[config.mk]
export PLATFORM = sky130hd
export DESIGN_NAME = xorshift_chained_xor_pixel_cipher
export DESIGN_NICKNAME = d
export VERILOG_FILES = /design/src/rtl/xcp_pkg.sv /design/src/rtl/xcp_ctrl.sv /design/src/rtl/xcp_dp.sv /design/src/rtl/xorshift_chained_xor_pixel_cipher.sv
export SDC_FILE = /design/constraint.sdc
export NUM_CORES = 1
export LEC_CHECK = 0
export BUFFER_PORTS_ARGS = -buffer_cell sky130_fd_sc_hd__buf_2
export CAP_MARGIN = 30
export CELL_PAD_IN_SITES_DETAIL_PLACEMENT = 2
export CELL_PAD_IN_SITES_GLOBAL_PLACEMENT = 2
export CORE_ASPECT_RATIO = 0.6
export CORE_MARGIN = 10
export CORE_UTILIZATION = 37
export DETAILED_ROUTE_END_ITERATION = 16
export PLACE_DENSITY_LB_ADDON = 0.05
export SLEW_MARGIN = 20
export SYNTH_ARGS = -nofsm -noshare
export SYNTH_HDL_FRONTEND = slang
export SYNTH_SLANG_ARGS = --single-unit
[constraint.sdc]
create_clock -name clk -period 3.69 [get_ports clk]
set_input_delay 0.1845 -clock clk [delete_from_list [all_inputs] [get_ports clk]]
set_output_delay 0.1845 -clock clk [all_outputs]
set_load 0.02 [all_outputs]
[src/rtl/xcp_pkg.sv]
// ----------------------------------------------------------------------------
// xcp_pkg
// Shared types, constants and the xorshift32 step for the pixel cipher.
// ----------------------------------------------------------------------------
package xcp_pkg;

  localparam int COUNT_WIDTH_DEF  = 24;
  localparam int PIXEL_COUNT_BITS = 24;
  localparam int CFG_IDX_W        = 2;
  localparam int CFG_DATA_W       = 32;
  localparam int PIX_W            = 24;
  localparam int CH_W             = 8;

  localparam int XS_SHL_A = 13;
  localparam int XS_SHR_B = 17;
  localparam int XS_SHL_C = 5;

  // register indices on the configuration port
  localparam logic [CFG_IDX_W-1:0] CFG_KEY_SEED     = 2'd0;
  localparam logic [CFG_IDX_W-1:0] CFG_START_VALUE  = 2'd1;
  localparam logic [CFG_IDX_W-1:0] CFG_PIXEL_COUNT  = 2'd2;
  localparam logic [CFG_IDX_W-1:0] CFG_DECRYPT_MODE = 2'd3;

  // controller to datapath
  typedef struct packed {
    logic load;  // reload generator from seed, latch frame-start word
    logic step;  // one skip step of the generator
    logic emit;  // produce a result word and advance the generator
    logic held;  // emit from the latched frame-start word
  } xcp_cmd_t;

  // datapath to controller
  typedef struct packed {
    logic cnt_zero;
  } xcp_stat_t;

  function automatic logic [31:0] xs_next(input logic [31:0] s);
    logic [31:0] t;
    t = s ^ (s << XS_SHL_A);
    t = t ^ (t >> XS_SHR_B);
    t = t ^ (t << XS_SHL_C);
    return t;
  endfunction

endpackage

[src/rtl/xcp_ctrl.sv]
// ----------------------------------------------------------------------------
// xcp_ctrl
// Sequencer: accepts words, runs the frame-start skip, owns the output valid.
// ----------------------------------------------------------------------------
module xcp_ctrl (
  input  logic             clk,
  input  logic             rst_n,
  input  logic             in_valid,
  input  logic             in_frame_start,
  output logic             in_ready,
  output logic             out_valid,
  input  logic             out_ready,
  input  xcp_pkg::xcp_stat_t stat,
  output xcp_pkg::xcp_cmd_t  cmd
);
  import xcp_pkg::*;

  typedef enum logic {
    ST_IDLE,
    ST_SKIP
  } state_t;

  state_t state_r, state_nxt;
  logic   out_valid_r, out_valid_nxt;
  logic   out_free;

  assign out_free  = !out_valid_r || out_ready;
  assign in_ready  = (state_r == ST_IDLE) && out_free;
  assign out_valid = out_valid_r;

  always_comb begin
    state_nxt     = state_r;
    out_valid_nxt = out_ready ? 1'b0 : out_valid_r;
    cmd           = '0;
    case (state_r)
      ST_IDLE: begin
        if (in_valid && in_ready) begin
          if (in_frame_start) begin
            cmd.load  = 1'b1;
            state_nxt = ST_SKIP;
          end else begin
            cmd.emit      = 1'b1;
            out_valid_nxt = 1'b1;
          end
        end
      end
      ST_SKIP: begin
        if (!stat.cnt_zero) begin
          cmd.step = 1'b1;
        end else if (out_free) begin
          cmd.emit      = 1'b1;
          cmd.held      = 1'b1;
          out_valid_nxt = 1'b1;
          state_nxt     = ST_IDLE;
        end
      end
      default: begin
        state_nxt = ST_IDLE;
      end
    endcase
  end

  always_ff @(posedge clk) begin
    if (!rst_n) begin
      state_r     <= ST_IDLE;
      out_valid_r <= 1'b0;
    end else begin
      state_r     <= state_nxt;
      out_valid_r <= out_valid_nxt;
    end
  end

endmodule

[src/rtl/xcp_dp.sv]
// ----------------------------------------------------------------------------
// xcp_dp
// Datapath: configuration registers, generator, skip counter, chaining, output.
// ----------------------------------------------------------------------------
module xcp_dp #(
  parameter int COUNT_WIDTH = xcp_pkg::COUNT_WIDTH_DEF
) (
  input  logic                             clk,
  input  logic                             rst_n,
  input  logic                             cfg_we,
  input  logic [xcp_pkg::CFG_IDX_W-1:0]    cfg_index,
  input  logic [xcp_pkg::CFG_DATA_W-1:0]   cfg_wdata,
  input  logic [xcp_pkg::CH_W-1:0]         in_red_in,
  input  logic [xcp_pkg::CH_W-1:0]         in_green_in,
  input  logic [xcp_pkg::CH_W-1:0]         in_blue_in,
  output logic [xcp_pkg::CH_W-1:0]         out_red_out,
  output logic [xcp_pkg::CH_W-1:0]         out_green_out,
  output logic [xcp_pkg::CH_W-1:0]         out_blue_out,
  input  xcp_pkg::xcp_cmd_t                cmd,
  output xcp_pkg::xcp_stat_t               stat
);
  import xcp_pkg::*;

  localparam int CNT_W = (COUNT_WIDTH < PIXEL_COUNT_BITS) ? COUNT_WIDTH : PIXEL_COUNT_BITS;

  logic [31:0]      key_seed_r, start_value_r;
  logic [CNT_W-1:0] pixel_count_r;
  logic             decrypt_mode_r;

  logic [31:0]      ks_r, ks_nxt;
  logic [CNT_W-1:0] cnt_r, cnt_nxt;
  logic [PIX_W-1:0] prev_r, prev_nxt;
  logic [PIX_W-1:0] held_r;
  logic [PIX_W-1:0] out_pix_r;
  logic [PIX_W-1:0] in_pix, pix_sel, mix, res;

  assign in_pix  = {in_red_in, in_green_in, in_blue_in};
  assign pix_sel = cmd.held ? held_r : in_pix;
  assign mix     = cmd.held ? start_value_r[PIX_W-1:0] : prev_r;
  assign res     = pix_sel ^ mix ^ ks_r[PIX_W-1:0];

  assign stat.cnt_zero = (cnt_r == '0);

  always_comb begin
    ks_nxt   = ks_r;
    cnt_nxt  = cnt_r;
    prev_nxt = prev_r;
    if (cmd.load) begin
      ks_nxt  = key_seed_r;
      cnt_nxt = pixel_count_r;
    end else if (cmd.step) begin
      ks_nxt  = xs_next(ks_r);
      cnt_nxt = cnt_r - 1'b1;
    end else if (cmd.emit) begin
      ks_nxt   = xs_next(ks_r);
      prev_nxt = decrypt_mode_r ? pix_sel : res;
    end
  end

  always_ff @(posedge clk) begin
    if (!rst_n) begin
      key_seed_r     <= '0;
      start_value_r  <= '0;
      pixel_count_r  <= CNT_W'(1);
      decrypt_mode_r <= 1'b0;
      ks_r           <= '0;
      cnt_r          <= '0;
      prev_r         <= '0;
    end else begin
      if (cfg_we) begin
        case (cfg_index)
          CFG_KEY_SEED:     key_seed_r     <= cfg_wdata;
          CFG_START_VALUE:  start_value_r  <= cfg_wdata;
          CFG_PIXEL_COUNT:  pixel_count_r  <= cfg_wdata[CNT_W-1:0];
          CFG_DECRYPT_MODE: decrypt_mode_r <= cfg_wdata[0];
          default: ;
        endcase
      end
      ks_r   <= ks_nxt;
      cnt_r  <= cnt_nxt;
      prev_r <= prev_nxt;
    end
  end

  // payload registers
  always_ff @(posedge clk) begin
    if (cmd.load) begin
      held_r <= in_pix;
    end
    if (cmd.emit) begin
      out_pix_r <= res;
    end
  end

  assign out_red_out   = out_pix_r[3*CH_W-1:2*CH_W];
  assign out_green_out = out_pix_r[2*CH_W-1:CH_W];
  assign out_blue_out  = out_pix_r[CH_W-1:0];

endmodule

[src/rtl/xorshift_chained_xor_pixel_cipher.sv]
// A chained word gives its result in the cycle after acceptance.
// A frame-start word reloads the generator from the seed, which is then walked
// one xorshift32 step per cycle through pixel_count steps; the held word is
// emitted once the output is free. Chained words are taken one word per cycle
// while the output is not stalled; a frame-start word blocks the input until emitted.
// Reset (rst_n low, synchronous): output empty, generator and chain zero.
// ----------------------------------------------------------------------------
// xorshift_chained_xor_pixel_cipher
// Chained-XOR RGB pixel cipher keyed by an xorshift32 keystream.
// ----------------------------------------------------------------------------
module xorshift_chained_xor_pixel_cipher #(
  parameter int COUNT_WIDTH = xcp_pkg::COUNT_WIDTH_DEF
) (
  input  logic                           clk,
  input  logic                           rst_n,
  // configuration write port
  input  logic                           cfg_we,
  input  logic [xcp_pkg::CFG_IDX_W-1:0]  cfg_index,
  input  logic [xcp_pkg::CFG_DATA_W-1:0] cfg_wdata,
  // input words
  input  logic                           in_valid,
  output logic                           in_ready,
  input  logic [xcp_pkg::CH_W-1:0]       in_red_in,
  input  logic [xcp_pkg::CH_W-1:0]       in_green_in,
  input  logic [xcp_pkg::CH_W-1:0]       in_blue_in,
  input  logic                           in_frame_start,
  // result words
  output logic                           out_valid,
  input  logic                           out_ready,
  output logic [xcp_pkg::CH_W-1:0]       out_red_out,
  output logic [xcp_pkg::CH_W-1:0]       out_green_out,
  output logic [xcp_pkg::CH_W-1:0]       out_blue_out
);
  import xcp_pkg::*;

  xcp_cmd_t  cmd;
  xcp_stat_t stat;

  // Sequencer: takes a chained word straight into the output register; on a
  // frame start it holds the input off, walks the skip, then emits the held word.
  xcp_ctrl u_ctrl (
    .clk            (clk),
    .rst_n          (rst_n),
    .in_valid       (in_valid),
    .in_frame_start (in_frame_start),
    .in_ready       (in_ready),
    .out_valid      (out_valid),
    .out_ready      (out_ready),
    .stat           (stat),
    .cmd            (cmd)
  );

  // Datapath: generator state, skip counter, previous cipher word and
  // the output register, plus the configuration bank.
  xcp_dp #(
    .COUNT_WIDTH (COUNT_WIDTH)
  ) u_dp (
    .clk           (clk),
    .rst_n         (rst_n),
    .cfg_we        (cfg_we),
    .cfg_index     (cfg_index),
    .cfg_wdata     (cfg_wdata),
    .in_red_in     (in_red_in),
    .in_green_in   (in_green_in),
    .in_blue_in    (in_blue_in),
    .out_red_out   (out_red_out),
    .out_green_out (out_green_out),
    .out_blue_out  (out_blue_out),
    .cmd           (cmd),
    .stat          (stat)
  );

endmodule

# Word level (Yosys, flattened, before mapping)
# Index checks and enable logic that the tools add are counted.
# op_classes
addsub	1
eq_ne	3
n_mux	28
bitwise_logic	8
reduce_logical	13
# ops
cell	count
two-way mux 24 bit	5
two-way mux 32 bit	3
XOR 32 bit	2
XOR 24 bit	2
XOR 32 x 15 -> 32 bit	1
zero test 24 bit	1
subtractor 24 x 1 -> 24 bit (second input constant)	1
two-way mux 1 bit	15
AND reduction 2 bit	4
one-hot mux 1 bit (2 select lines)	3
equality test 2 bit (second input constant)	2
two-way mux 2 bit	2
inverter 1 bit	3
AND reduction 3 bit	1
nonzero test 3 bit	1
equality test 2 x 1 -> 1 bit (second input constant)	1
logical AND 1 bit	2
zero test 2 bit	1
nonzero test 2 bit	1
zero test 1 bit	1
logical OR 1 bit	1
# totals
ff_bits	211
input_bits	64
wordCells	64

# Depth between registers and ports, before layout
# Gate-level depths: netlist of the first run.
# depth
word_depth	9
mapped_depth	11
depth_no_buf	9

# Hierarchy
# A second synthesis of the first run with hierarchy kept.
# unflattened
hier_cells	1033
area_unflattened_um2	10167.3
# modules_own_cells
mod	instances	cells_each	area_each_um2	seq_area_each_um2
xcp_dp	1	1019	10032.1	4664.5
xcp_ctrl	1	14	135.1	40.0

# Worst setup path after synthesis of the first run
# Ideal clock, no wire load.
# synth_timing
kind	register to register
from	register u_dp.cnt_r[16]
to	register u_dp.prev_r[1]
setup_ns	0.117
arrival_ns	2.722
required_ns	3.573
slack_ns	0.851
stages_incl_launch_ff	9
path_buffers	1
cell_sequence	dfxtp_1 > or4_4 > or3_4 > nor3_1 > nor2_1 > inv_1 > nor2_1 > clkbuf_1 > a32o_1
# synth_lines
item	line_no	source
start: declaration	xcp_dp.sv:31	logic [CNT_W-1:0] cnt_r, cnt_nxt;
start signal: assignment	xcp_dp.sv:80	cnt_r <= cnt_nxt;
end signal: assignment	xcp_dp.sv:81	prev_r <= prev_nxt;
end: declaration	xcp_dp.sv:32	logic [PIX_W-1:0] prev_r, prev_nxt;

# Worst setup path in the final report of the first run
# layout_timing
from	register u_dp.cnt_r[16]
to	register u_dp.out_pix_r[11], data pin
# layout_via
elab_chain_cells	6
elab_cells_between_ends	7
# layout_rtl
item	line_no	source
zero test 24 bit *	xcp_dp.sv:42	assign stat.cnt_zero = (cnt_r == '0);
two-way mux 2 bit *	xcp_ctrl.sv:48	if (!stat.cnt_zero) begin
two-way mux 1 bit *	xcp_ctrl.sv:35	case (state_r)
two-way mux 24 bit, on equally long branches	xcp_dp.sv:38, xcp_dp.sv:39	
XOR 24 bit * (2 in a row)	xcp_dp.sv:40	assign res = pix_sel ^ mix ^ ks_r[PIX_W-1:0];
via u_dp.res[11]	xcp_dp.sv:35	logic [PIX_W-1:0] in_pix, pix_sel, mix, res;
end signal: assignment	xcp_dp.sv:91	out_pix_r <= res;
end: declaration	xcp_dp.sv:34	logic [PIX_W-1:0] out_pix_r;
# The timed path passes the listed nets; every way through them passes the cells marked *.
# A chain may end at the register's enable or synchronous reset.

==> flow_metrics.tcl, run 1 <==
set metrics [dict create \
    status "completed" \
    synth_top_flop_cell "dfxtp_1" \
    cts_tree "built" \
    yosysSeqAreaShare_pct 44.0 \
    antenna_found_initial 0 \
    dp_hpwl_um 26900 \
    drc 0 \
    critPathRequiredTime_ns 3.96 \
    dieArea_mm2 0.0363 \
    ant_nets 0 \
    portBuffers 89 \
    tightest_slew_ns 1.06 \
    yosysWarnings 0 \
    cts_resized 0 \
    hold_class "input port to flip-flop" \
    num_vias 9615 \
    synthCells 1274 \
    clock_skew_ns 0.0245 \
    max_clock_freq_mhz 308 \
    numCtsBuffers 23 \
    leakage_nw 4.64 \
    dp.cells 1663 \
    drt-total-wl_um 39800 \
    n_antenna_cell 0 \
    synth_nets 1339 \
    worstPathArrival_ns 3.52 \
    design_area_mm2 0.0128 \
    syn-cell-area_mm2 0.0107 \
    fin_crit_sh_pct 88.1 \
    fin_cells 1761 \
    cts-root-buf "clkbuf_16" \
    hold_buffers 56 \
    gr-total-overflow 0 \
    grt_pass1_vias 10231 \
    track_usage_pct 21.8 \
    vias_per_cell 5.46 \
    multiInputGateArea_mm2 0.00560 \
    syn_avg_cell_area_um2 8.40 \
    area_delta_synth_final_pct 19.4 \
    top_usage_layer "met2" \
    finalHoldViolCount 0 \
    place_area_mm2 0.0114 \
    core-area_mm2 0.0286 \
    cts.sinks 211 \
    die_w_um 240 \
    clk_pin_slew_ns 0.07 \
    min_period_ns 3.25 \
    clock_insertion_delay_worst_skew_ns 0.54 \
    die_h_um 152 \
    fin_tns_setup_ns 0 \
    power_w 0.00993 \
    grt_util_met2_pct 36.9 \
    grt_util_met3_pct 2.96 \
    drtIter0Drc 588 \
    drive_gt1_share_pct 12.6 \
    power_density_mw_per_mm2 778 \
    drtPass1Iterations 5 \
    critical_path_class "flip-flop to flip-flop" \
    ir_drop_uv 291 \
    fin_nets 1435 \
    start_kind "flip-flop" \
    crit_fanout 33 \
    met1_usage_pct 29.6 \
    relSlewSlack_pct 28.9 \
    place_congestion 0.787 \
    wl_per_cell_um 22.6 \
    synth_edf_count 48 \
    rsz0062_at_grt "false" \
    io_pins 90 \
    postCtsSetupBuffers 0 \
    fill_cells 3193 \
    endpoint_kind "flip-flop" \
    grt_first_pass_wirelength_um 61700 \
    async_flop_share_pct 0 \
    finalSetupViolations 0 \
    drv_slew 0 \
    initial_core_util_pct 37.4 \
    grt_max_degree 140 \
    cts_buffer_depth 3 \
    synth-seq-cells 211 \
    row_count 48 \
    seqCellArea_mm2 0.00471 \
    max_cap_violations 0 \
    cts_max_level 1 \
    ys_types 53 \
]
-- registers in the layout, summed over array words and instances (netlist names), 24 cells and up --
name	flops
u_dp.start_value_r	24
u_dp.out_pix_r	24
u_dp.ks_r	32
u_dp.held_r	24
u_dp.cnt_r	24
u_dp.prev_r	24
u_dp.key_seed_r	32
u_dp.pixel_count_r	24
-- layer usage --
layer	wire, um	vias up
met3	1390	34
met1	19100	4908
met4	546	0
li1	-	4525
met5	0	-
met2	18700	148
-- worst paths after layout --
path	start	end	slack, ns	cells after the start
max	u_dp.cnt_r[16]	u_dp.out_pix_r[11]	0.44	6
min	out_ready	u_ctrl.out_valid	0.04	3
max reg2reg	u_dp.cnt_r[16]	u_dp.out_pix_r[11]	0.44	6
min reg2reg	u_dp.pixel_count_r[17]	u_dp.pixel_count_r[17]	0.46	2
-- worst max-delay path, stage by stage, from the launching register on --
cell and delay, ns:
dfxtp_1 0.36, or4_4 0.60, or3_4 0.40, or3_2 0.83, buf_4 0.38, o21ai_0 0.29
xnor2_1 0.10
-- placed cells by master, fill, tap and decap left out, types with 4 or more instances in the layout --
cell,instances
nor4_1,5
clkbuf_1,7
clkbuf_16,24
xor2_1,38
a32o_1,10
nand4_1,5
dfxtp_1,162
nor2_1,96
mux4_1,4
o211ai_1,28
o21a_1,4
mux4_2,6
nand2b_1,13
dlygate4sd3_1,56
or3_1,6
edfxtp_1,48
o31ai_1,6
a31oi_1,8
xnor2_1,148
a211oi_1,4
buf_2,89
o21ai_0,58
buf_4,25
a21oi_1,137
o311ai_0,4
nor3_1,13
o22ai_1,12
inv_1,4
nor3b_1,11
nand2_1,283
or2_2,7
nand3_1,16
-- final cells by class --
| cell class | instances | area share, % |
|---|---|---|
| multi-input combinational | 957 | 43.8 |
| sequential | 211 | 36.9 |
| timing repair buffer | 171 | 9.50 |
| clock buffer | 34 | 5.23 |
| tap | 375 | 3.67 |
| clock inverter | 7 | 0.725 |
| inverter | 6 | 0.196 |
-- kinds of logic after synthesis --
| kind of cell | after synthesis | synth area share (%) |
|---|---|---|
| multiplexers | 13 | 2.54 |
| buffers and inverters | 106 | 3.89 |
| XOR/XNOR | 186 | 15.2 |
| AND/OR/NAND/NOR | 472 | 18.7 |
| AO/OA/AOI/OAI | 285 | 15.6 |
| adder cells (fa/ha/maj) | 1 | 0.117 |
| flip-flops | 211 | 44.0 |
-- synthesized netlist by cell type (all sizes together) (4+ instances only) --
| library cell | number | area (um^2) |
|---|---|---|
| o21a | 4 | 30.0 |
| nor4 | 5 | 31.3 |
| xnor2 | 148 | 1300 |
| a211oi | 4 | 30.0 |
| a21oi | 137 | 686 |
| nor2 | 97 | 364 |
| or4 | 4 | 33.8 |
| nor3b | 12 | 90.1 |
| edfxtp | 48 | 1440 |
| o311ai | 4 | 35.0 |
| nand2 | 283 | 1060 |
| a32o | 10 | 100 |
| nand3 | 17 | 85.1 |
| mux4 | 10 | 240 |
| clkbuf | 97 | 364 |
| o22ai | 12 | 75.1 |
| nand2b | 13 | 81.3 |
| dfxtp | 163 | 3260 |
| a31oi | 8 | 50.1 |
| o211ai | 28 | 210 |
| or3 | 8 | 55.1 |
| o31ai | 6 | 45.0 |
| xor2 | 38 | 333 |
| o21ai | 60 | 300 |
| or2 | 7 | 43.8 |
| nor3 | 13 | 65.1 |
| nand4 | 5 | 31.3 |
| inv | 6 | 22.5 |
-- stage by stage --
stage	hold WS, ns	util (%)	setup WS, ns
floorplan	0.283	-	0.851
global placement	0.406	40.0	0.560
detailed placement	0.405	40.0	0.465
CTS	0.0131	44.6	0.453
global route	0.0694	44.7	0.267
finish	0.0403	44.7	0.440
-- where the power goes --
part / internal (W) / total [W] / leakage (nW) / switching (W)
registers: 0.00282 / 0.00337 / 1.78 / 0.000555
clock network: 0.00140 / 0.00243 / 0.371 / 0.00103
logic: 0.00179 / 0.00413 / 2.49 / 0.00234
total: 0.00600 / 0.00993 / 4.64 / 0.00393
(Power assumes the default switching activity.)
==> run 2, diff against run 1 <==
==> constraint.sdc (replaced) <==
create_clock -name clk -period 3.69 [get_ports clk]
set_input_delay 0.369 -clock clk [delete_from_list [all_inputs] [get_ports clk]]
set_output_delay 0.369 -clock clk [all_outputs]
set_load 0.02 [all_outputs]
==> run 2 against run 1 <==
Against the previous run: critical path depth did not move; sequential share of layout area rose by 1.9 points; clock-buffer cell count rose by 1; core utilization fell by 2.1 points; final cell count fell by 3.3%; maximum frequency rose by 1.6%; non-clock buffer count fell by 58; critical path type unchanged; via count fell by 3.0%; cell area fell by 4.8%; highest routed layer unchanged; sequential power barely moved; routed wire length fell by 3.9%.
==> flow_metrics.tcl, run 2 (same netlist as run 1, synthesis figures left out) <==
set metrics [dict create \
    finalSetupViolations 0 \
    drc 0 \
    die_w_um 240 \
    worstPathArrival_ns 3.46 \
    largestRegisters "u_dp.key_seed_r x32, u_dp.ks_r x32" \
    clk_pin_slew_ns 0.06 \
    fin_crit_sh_pct 86.7 \
    rsz0062_at_grt "false" \
    fin_ws_ns 0.490 \
    drtPass1Iterations 5 \
    die_h_um 152 \
    final_common_cell "nand2_1" \
    gr-total-overflow 0 \
    fin_tns_setup_ns 0 \
    drtIter0Drc 511 \
    cts_tree "built" \
    crit_fanout 32 \
    design_area_mm2 0.0122 \
    drt-total-wl_um 38200 \
    fill_cells 3237 \
    hold_buffers 0 \
    finalHoldViolCount 0 \
    wl_per_cell_um 22.4 \
    max_cap_violations 0 \
    io_pins 90 \
    leakage_nw 4.38 \
    critPathRequiredTime_ns 3.95 \
    area_delta_synth_final_pct 13.6 \
    clock_insertion_delay_worst_skew_ns 0.54 \
    tightest_slew_ns 0.986 \
    layout_common_cells "nand2_1 (283), dfxtp_1 (162), xnor2_1 (148), a21oi_1 (137), nor2_1 (96)" \
    endpoint_kind "flip-flop" \
    antenna_found_initial 0 \
    portBuffers 89 \
    place_area_mm2 0.0114 \
    vias_per_cell 5.48 \
    grt_pass1_vias 10040 \
    core-area_mm2 0.0286 \
    num_vias 9331 \
    cts_max_level 1 \
    cts-root-buf "clkbuf_16" \
    place_congestion 0.802 \
    numCtsBuffers 23 \
    max_clock_freq_mhz 312 \
    drv_slew 0 \
    ant_nets 0 \
    cts_buffer_depth 3 \
    hold_class "input port to flip-flop" \
    seqCellArea_mm2 0.00471 \
    relSlewSlack_pct 33.8 \
    status "completed" \
    grt_max_degree 71 \
    cts_resized 0 \
    dp_hpwl_um 26500 \
    grt_first_pass_wirelength_um 60200 \
    row_count 48 \
    initial_core_util_pct 37.4 \
    postCtsSetupBuffers 0 \
    critical_path_class "flip-flop to flip-flop" \
    cts.sinks 211 \
    power_w 0.00971 \
    ir_drop_uv 314 \
    start_kind "flip-flop" \
    fin_nets 1377 \
    min_period_ns 3.20 \
    multiInputGateArea_mm2 0.00560 \
    dieArea_mm2 0.0363 \
    n_antenna_cell 0 \
    track_usage_pct 21.2 \
    dp_slack_ns 0.473 \
    clock_skew_ns 0.0119 \
    drive_gt1_share_pct 12.8 \
    power_density_mw_per_mm2 799 \
]
==> run 2: cell types whose count changed in the layout (fill, tap and decap cells not counted), sizes merged <==
cell / delta
dlygate4sd3: -56
bufinv: -1
clkbuf: +1
clkinv: +2
clkinvlp: -1
inv: -1
buf: -2
==> run 2: final cells by class <==
cell class,instances,area share (%)
multi-input combinational,957,46.0
clock buffer,35,5.35
sequential,211,38.7
clock inverter,6,0.484
inverter,6,0.206
timing repair buffer,113,5.35
tap,375,3.86
==> run 2: path summary, 6_finish.rpt <==
path | from | endpoint | slack, ns | depth (start not counted)
worst max-delay path | u_dp.cnt_r[16] | u_dp.out_pix_r[13] | 0.49 | 6
worst min-delay path | in_blue_in[5] | u_dp.held_r[5] | 0.06 | 1
worst max register to register | u_dp.cnt_r[16] | u_dp.out_pix_r[13] | 0.49 | 6
worst min register to register | u_dp.pixel_count_r[16] | u_dp.pixel_count_r[16] | 0.46 | 2
==> run 2: layer usage <==
layer | vias up | track usage (%) | wire length, um
li1 | 4398 | - | -
met1 | 4759 | 29.2 | 18700
met2 | 135 | 34.8 | 17600
met3 | 39 | 3.50 | 1420
met4 | 0 | 3.74 | 560
met5 | - | 0 | 0
==> run 2: metrics by stage <==
stage                     instances  util [%]  hold slack (ns)
after floorplan                1274         -            0.431
after global placement         1662      40.0            0.443
after detailed placement       1662      40.0            0.450
after CTS                      1703      42.5           0.0379
after global routing           1703      42.5           0.0483
final                          1703      42.5           0.0594
==> run 2: report_power, final <==
part | internal [W] | leakage (nW) | switching (W)
Clock | 0.00129 | 0.350 | 0.000990
Combinational | 0.00174 | 2.25 | 0.00233
Sequential | 0.00282 | 1.78 | 0.000544
Total | 0.00585 | 4.38 | 0.00386
==> run 2: critical path: stages, from the launching register on <==
cell and delay (ns):
dfxtp_1 0.35, or4_4 0.59, or3_4 0.40, or3_2 0.82
buf_4 0.36, o21ai_0 0.27, xnor2_1 0.12
==> run 3, diff against run 2 <==
--- a/config.mk
+++ b/config.mk
@@ -5,13 +5,14 @@
 export SDC_FILE = /design/constraint.sdc
 export NUM_CORES = 1
 export LEC_CHECK = 0
+export ABC_AREA = 1
 export BUFFER_PORTS_ARGS = -buffer_cell sky130_fd_sc_hd__buf_2
 export CAP_MARGIN = 30
 export CELL_PAD_IN_SITES_DETAIL_PLACEMENT = 2
 export CELL_PAD_IN_SITES_GLOBAL_PLACEMENT = 2
 export CORE_ASPECT_RATIO = 0.6
 export CORE_MARGIN = 10
-export CORE_UTILIZATION = 37
+export CORE_UTILIZATION = 34
 export DETAILED_ROUTE_END_ITERATION = 16
 export PLACE_DENSITY_LB_ADDON = 0.05
 export SLEW_MARGIN = 20
==> run 3 against run 2 <==
Against the previous run: non-clock buffer count is 1 higher; routed wire length is 18% higher; highest routed layer unchanged; core utilization is 2.6 points lower; final cell count is 26% higher; die area is 14% higher; largest cell class unchanged; combinational power is 11% higher; first-iteration DRC count is 43% higher.
==> flow_metrics.tcl, run 3 <==
set metrics [dict create \
    cpLargestDelayFamily "simple AND/OR/NAND/NOR gates" \
    regToRegStartpoint "u_dp.cnt_r[0]" \
    endpoint_kind "flip-flop" \
    cts_buffer_depth 3 \
    ys_types 40 \
    num_vias 11359 \
    syn-cell-area_mm2 0.0114 \
    die_h_um 162 \
    portBuffers 89 \
    r2r-end "u_dp.out_pix_r[4]" \
    grt_pass1_vias 11971 \
    vias_per_cell 5.31 \
    critPathRequiredTime_ns 3.97 \
    min_period_ns 3.05 \
    antenna_found_initial 1 \
    tightest_slew_ns 0.879 \
    yosysWarnings 0 \
    grt_first_pass_wirelength_um 71200 \
    synth-seq-cells 211 \
    worstPathArrival_ns 3.33 \
    final_common_cell "nand2_1" \
    synth_most_common_cell "nand2_1" \
    synth_commonest_cells "nand2_1 (419), inv_1 (185), o21ai_0 (167), dfxtp_1 (163), nor2_1 (149)" \
    initial_core_util_pct 34.8 \
    async_flop_share_pct 0 \
    critical_path_class "flip-flop to flip-flop" \
    ir_drop_uv 413 \
    finalSetupViolations 0 \
    cp_slowest_cell "buf_4" \
    synth_area_leader_cell "dfxtp_1" \
    cts-root-buf "clkbuf_16" \
    syn_avg_cell_area_um2 6.97 \
    cts_tree "built" \
    n_antenna_cell 0 \
    wl_per_cell_um 21.1 \
    grt_max_degree 98 \
    start_kind "flip-flop" \
    drtIter0Drc 732 \
    cts_resized 0 \
    gr-total-overflow 0 \
    synthCells 1631 \
    relSlewSlack_pct 41.4 \
    path_buf_inv 2 \
    core-area_mm2 0.0327 \
    area_delta_synth_final_pct 14.6 \
    min_from "in_red_in[0]" \
    drive_gt1_share_pct 9.89 \
    ff2ff_path_depth 13 \
    yosys-top-cells-area "dfxtp_1 (29%), nand2_1 (14%), edfxtp_1 (13%), o21ai_0 (7.4%), inv_1 (6.1%)" \
    cts_max_level 1 \
    critical_path.startpoint "u_dp.cnt_r[0]" \
    worst_hold_path.num_cells 1 \
    synth_nets 1696 \
    yosysSeqAreaShare_pct 41.4 \
    leakage_nw 5.89 \
    drc 0 \
    finalHoldViolCount 0 \
    track_usage_pct 21.4 \
    crit_fanout 32 \
    synth.top_cell.area_share_pct 28.7 \
    slowest_delay_ns 0.40 \
    fin_tns_setup_ns 0 \
    status "completed" \
    path_cells "inv_1 > ha_1 > nand2_1 > nor2_1 > nand2_2 > nor2_4 > nand3_4 > buf_4 > nand2_1 > nand2_1 > nand2_1 > nand3_1 > and2_1" \
    io_pins 90 \
    postCtsSetupBuffers 0 \
    place_congestion 0.794 \
    rrSetupSlack_ns 0.64 \
    fin_ws_ns 0.642 \
    synth_top_flop_cell "dfxtp_1" \
    fin_nets 1735 \
    largestRegisters "u_dp.key_seed_r x32, u_dp.ks_r x32" \
    drtPass1Iterations 5 \
    max_cap_violations 0 \
    drv_slew 0 \
    hold_buffers 0 \
    drt-total-wl_um 45200 \
    rsz0062_at_grt "false" \
    hold_class "input port to flip-flop" \
    dp_hpwl_um 31100 \
    ant_nets 0 \
    numCtsBuffers 24 \
    cts.sinks 211 \
    clock_skew_ns 0.0130 \
    synth_edf_count 48 \
    row_count 51 \
    cpMostUsedCell "nand2_1" \
    clock_insertion_delay_worst_skew_ns 0.54 \
    power_density_mw_per_mm2 803 \
    fin_crit_sh_pct 82.6 \
    clk_pin_slew_ns 0.07 \
    die_w_um 256 \
    max_clock_freq_mhz 328 \
    layout_common_cells "nand2_1 (418), inv_1 (183), o21ai_0 (167), dfxtp_1 (162), nor2_1 (149)" \
    dieArea_mm2 0.0414 \
    worstHoldEndpoint "u_dp.held_r[16]" \
    dp_slack_ns 0.749 \
]
[run 3: layout make-up]
type	instances	area (um^2)
Clock buffer	36	727
Clock inverter	8	111
Fill cell	3898	19600
Inverter	189	712
Multi-Input combinational cell	1130	5520
Sequential cell	211	4710
Tap cell	450	563
Timing Repair Buffer	114	688
[run 3: routing by layer]
metal,global-route usage [%],routed length (um),vias up
met4,3.56,617,0
met2,34.5,20400,184
met5,0,0,-
met3,3.11,1760,39
met1,30.1,22400,5716
li1,-,-,5420
[run 3: worst max path at each step]
stage	to	slack (ns)	depth (start not counted)
after detailed placement	u_dp.out_pix_r[20]	0.75	13
after global routing	u_dp.ks_r[3]	0.44	11
after floorplan	u_dp.held_r[0]	1.21	6
after CTS	u_dp.out_pix_r[4]	0.66	13
final	u_dp.out_pix_r[4]	0.64	13
after global placement	u_dp.out_pix_r[9]	0.92	13
[run 3: worst reg2reg max path: cells and delay by family (launching register included)]
family	cells	cell delay (ns)
flip-flops	1	0.31
buffers and inverters	2	0.58
AND/OR/NAND/NOR	10	1.68
adder cells (fa/ha/maj)	1	0.23
[run 3: cells by family after synthesis]
family	Yosys count	synth area share [%]
AO/OA/AOI/OAI	289	13.7
XOR/XNOR	69	5.32
adder cells (fa/ha/maj)	1	0.110
buffers and inverters	290	10.1
flip-flops	211	41.4
AND/OR/NAND/NOR	771	29.4
[run 3: stage by stage]
| stage | hold WS (ns) | total power [W] | instances | utilization (%) | area [um^2] |
|---|---|---|---|---|---|
| 6_report | 0.0358 | 0.0105 | 2138 | 39.9 | 13000 |
| 4_1_cts | 0.0167 | 0.0105 | 2137 | 39.8 | 13000 |
| 2_1_floorplan | 0.424 | 0.00637 | 1631 | - | 11400 |
| 5_1_grt | 0.0236 | 0.0112 | 2138 | 39.9 | 13000 |
| 3_3_place_gp | 0.437 | 0.00764 | 2092 | 37.2 | 12100 |
| 3_5_place_dp | 0.454 | 0.00784 | 2093 | 37.2 | 12200 |
[run 3: power by group]
group | switching, W | internal (W) | total, W
sequential | 0.000512 | 0.00283 | 0.00334
combinational | 0.00304 | 0.00148 | 0.00451
clock | 0.00104 | 0.00157 | 0.00261
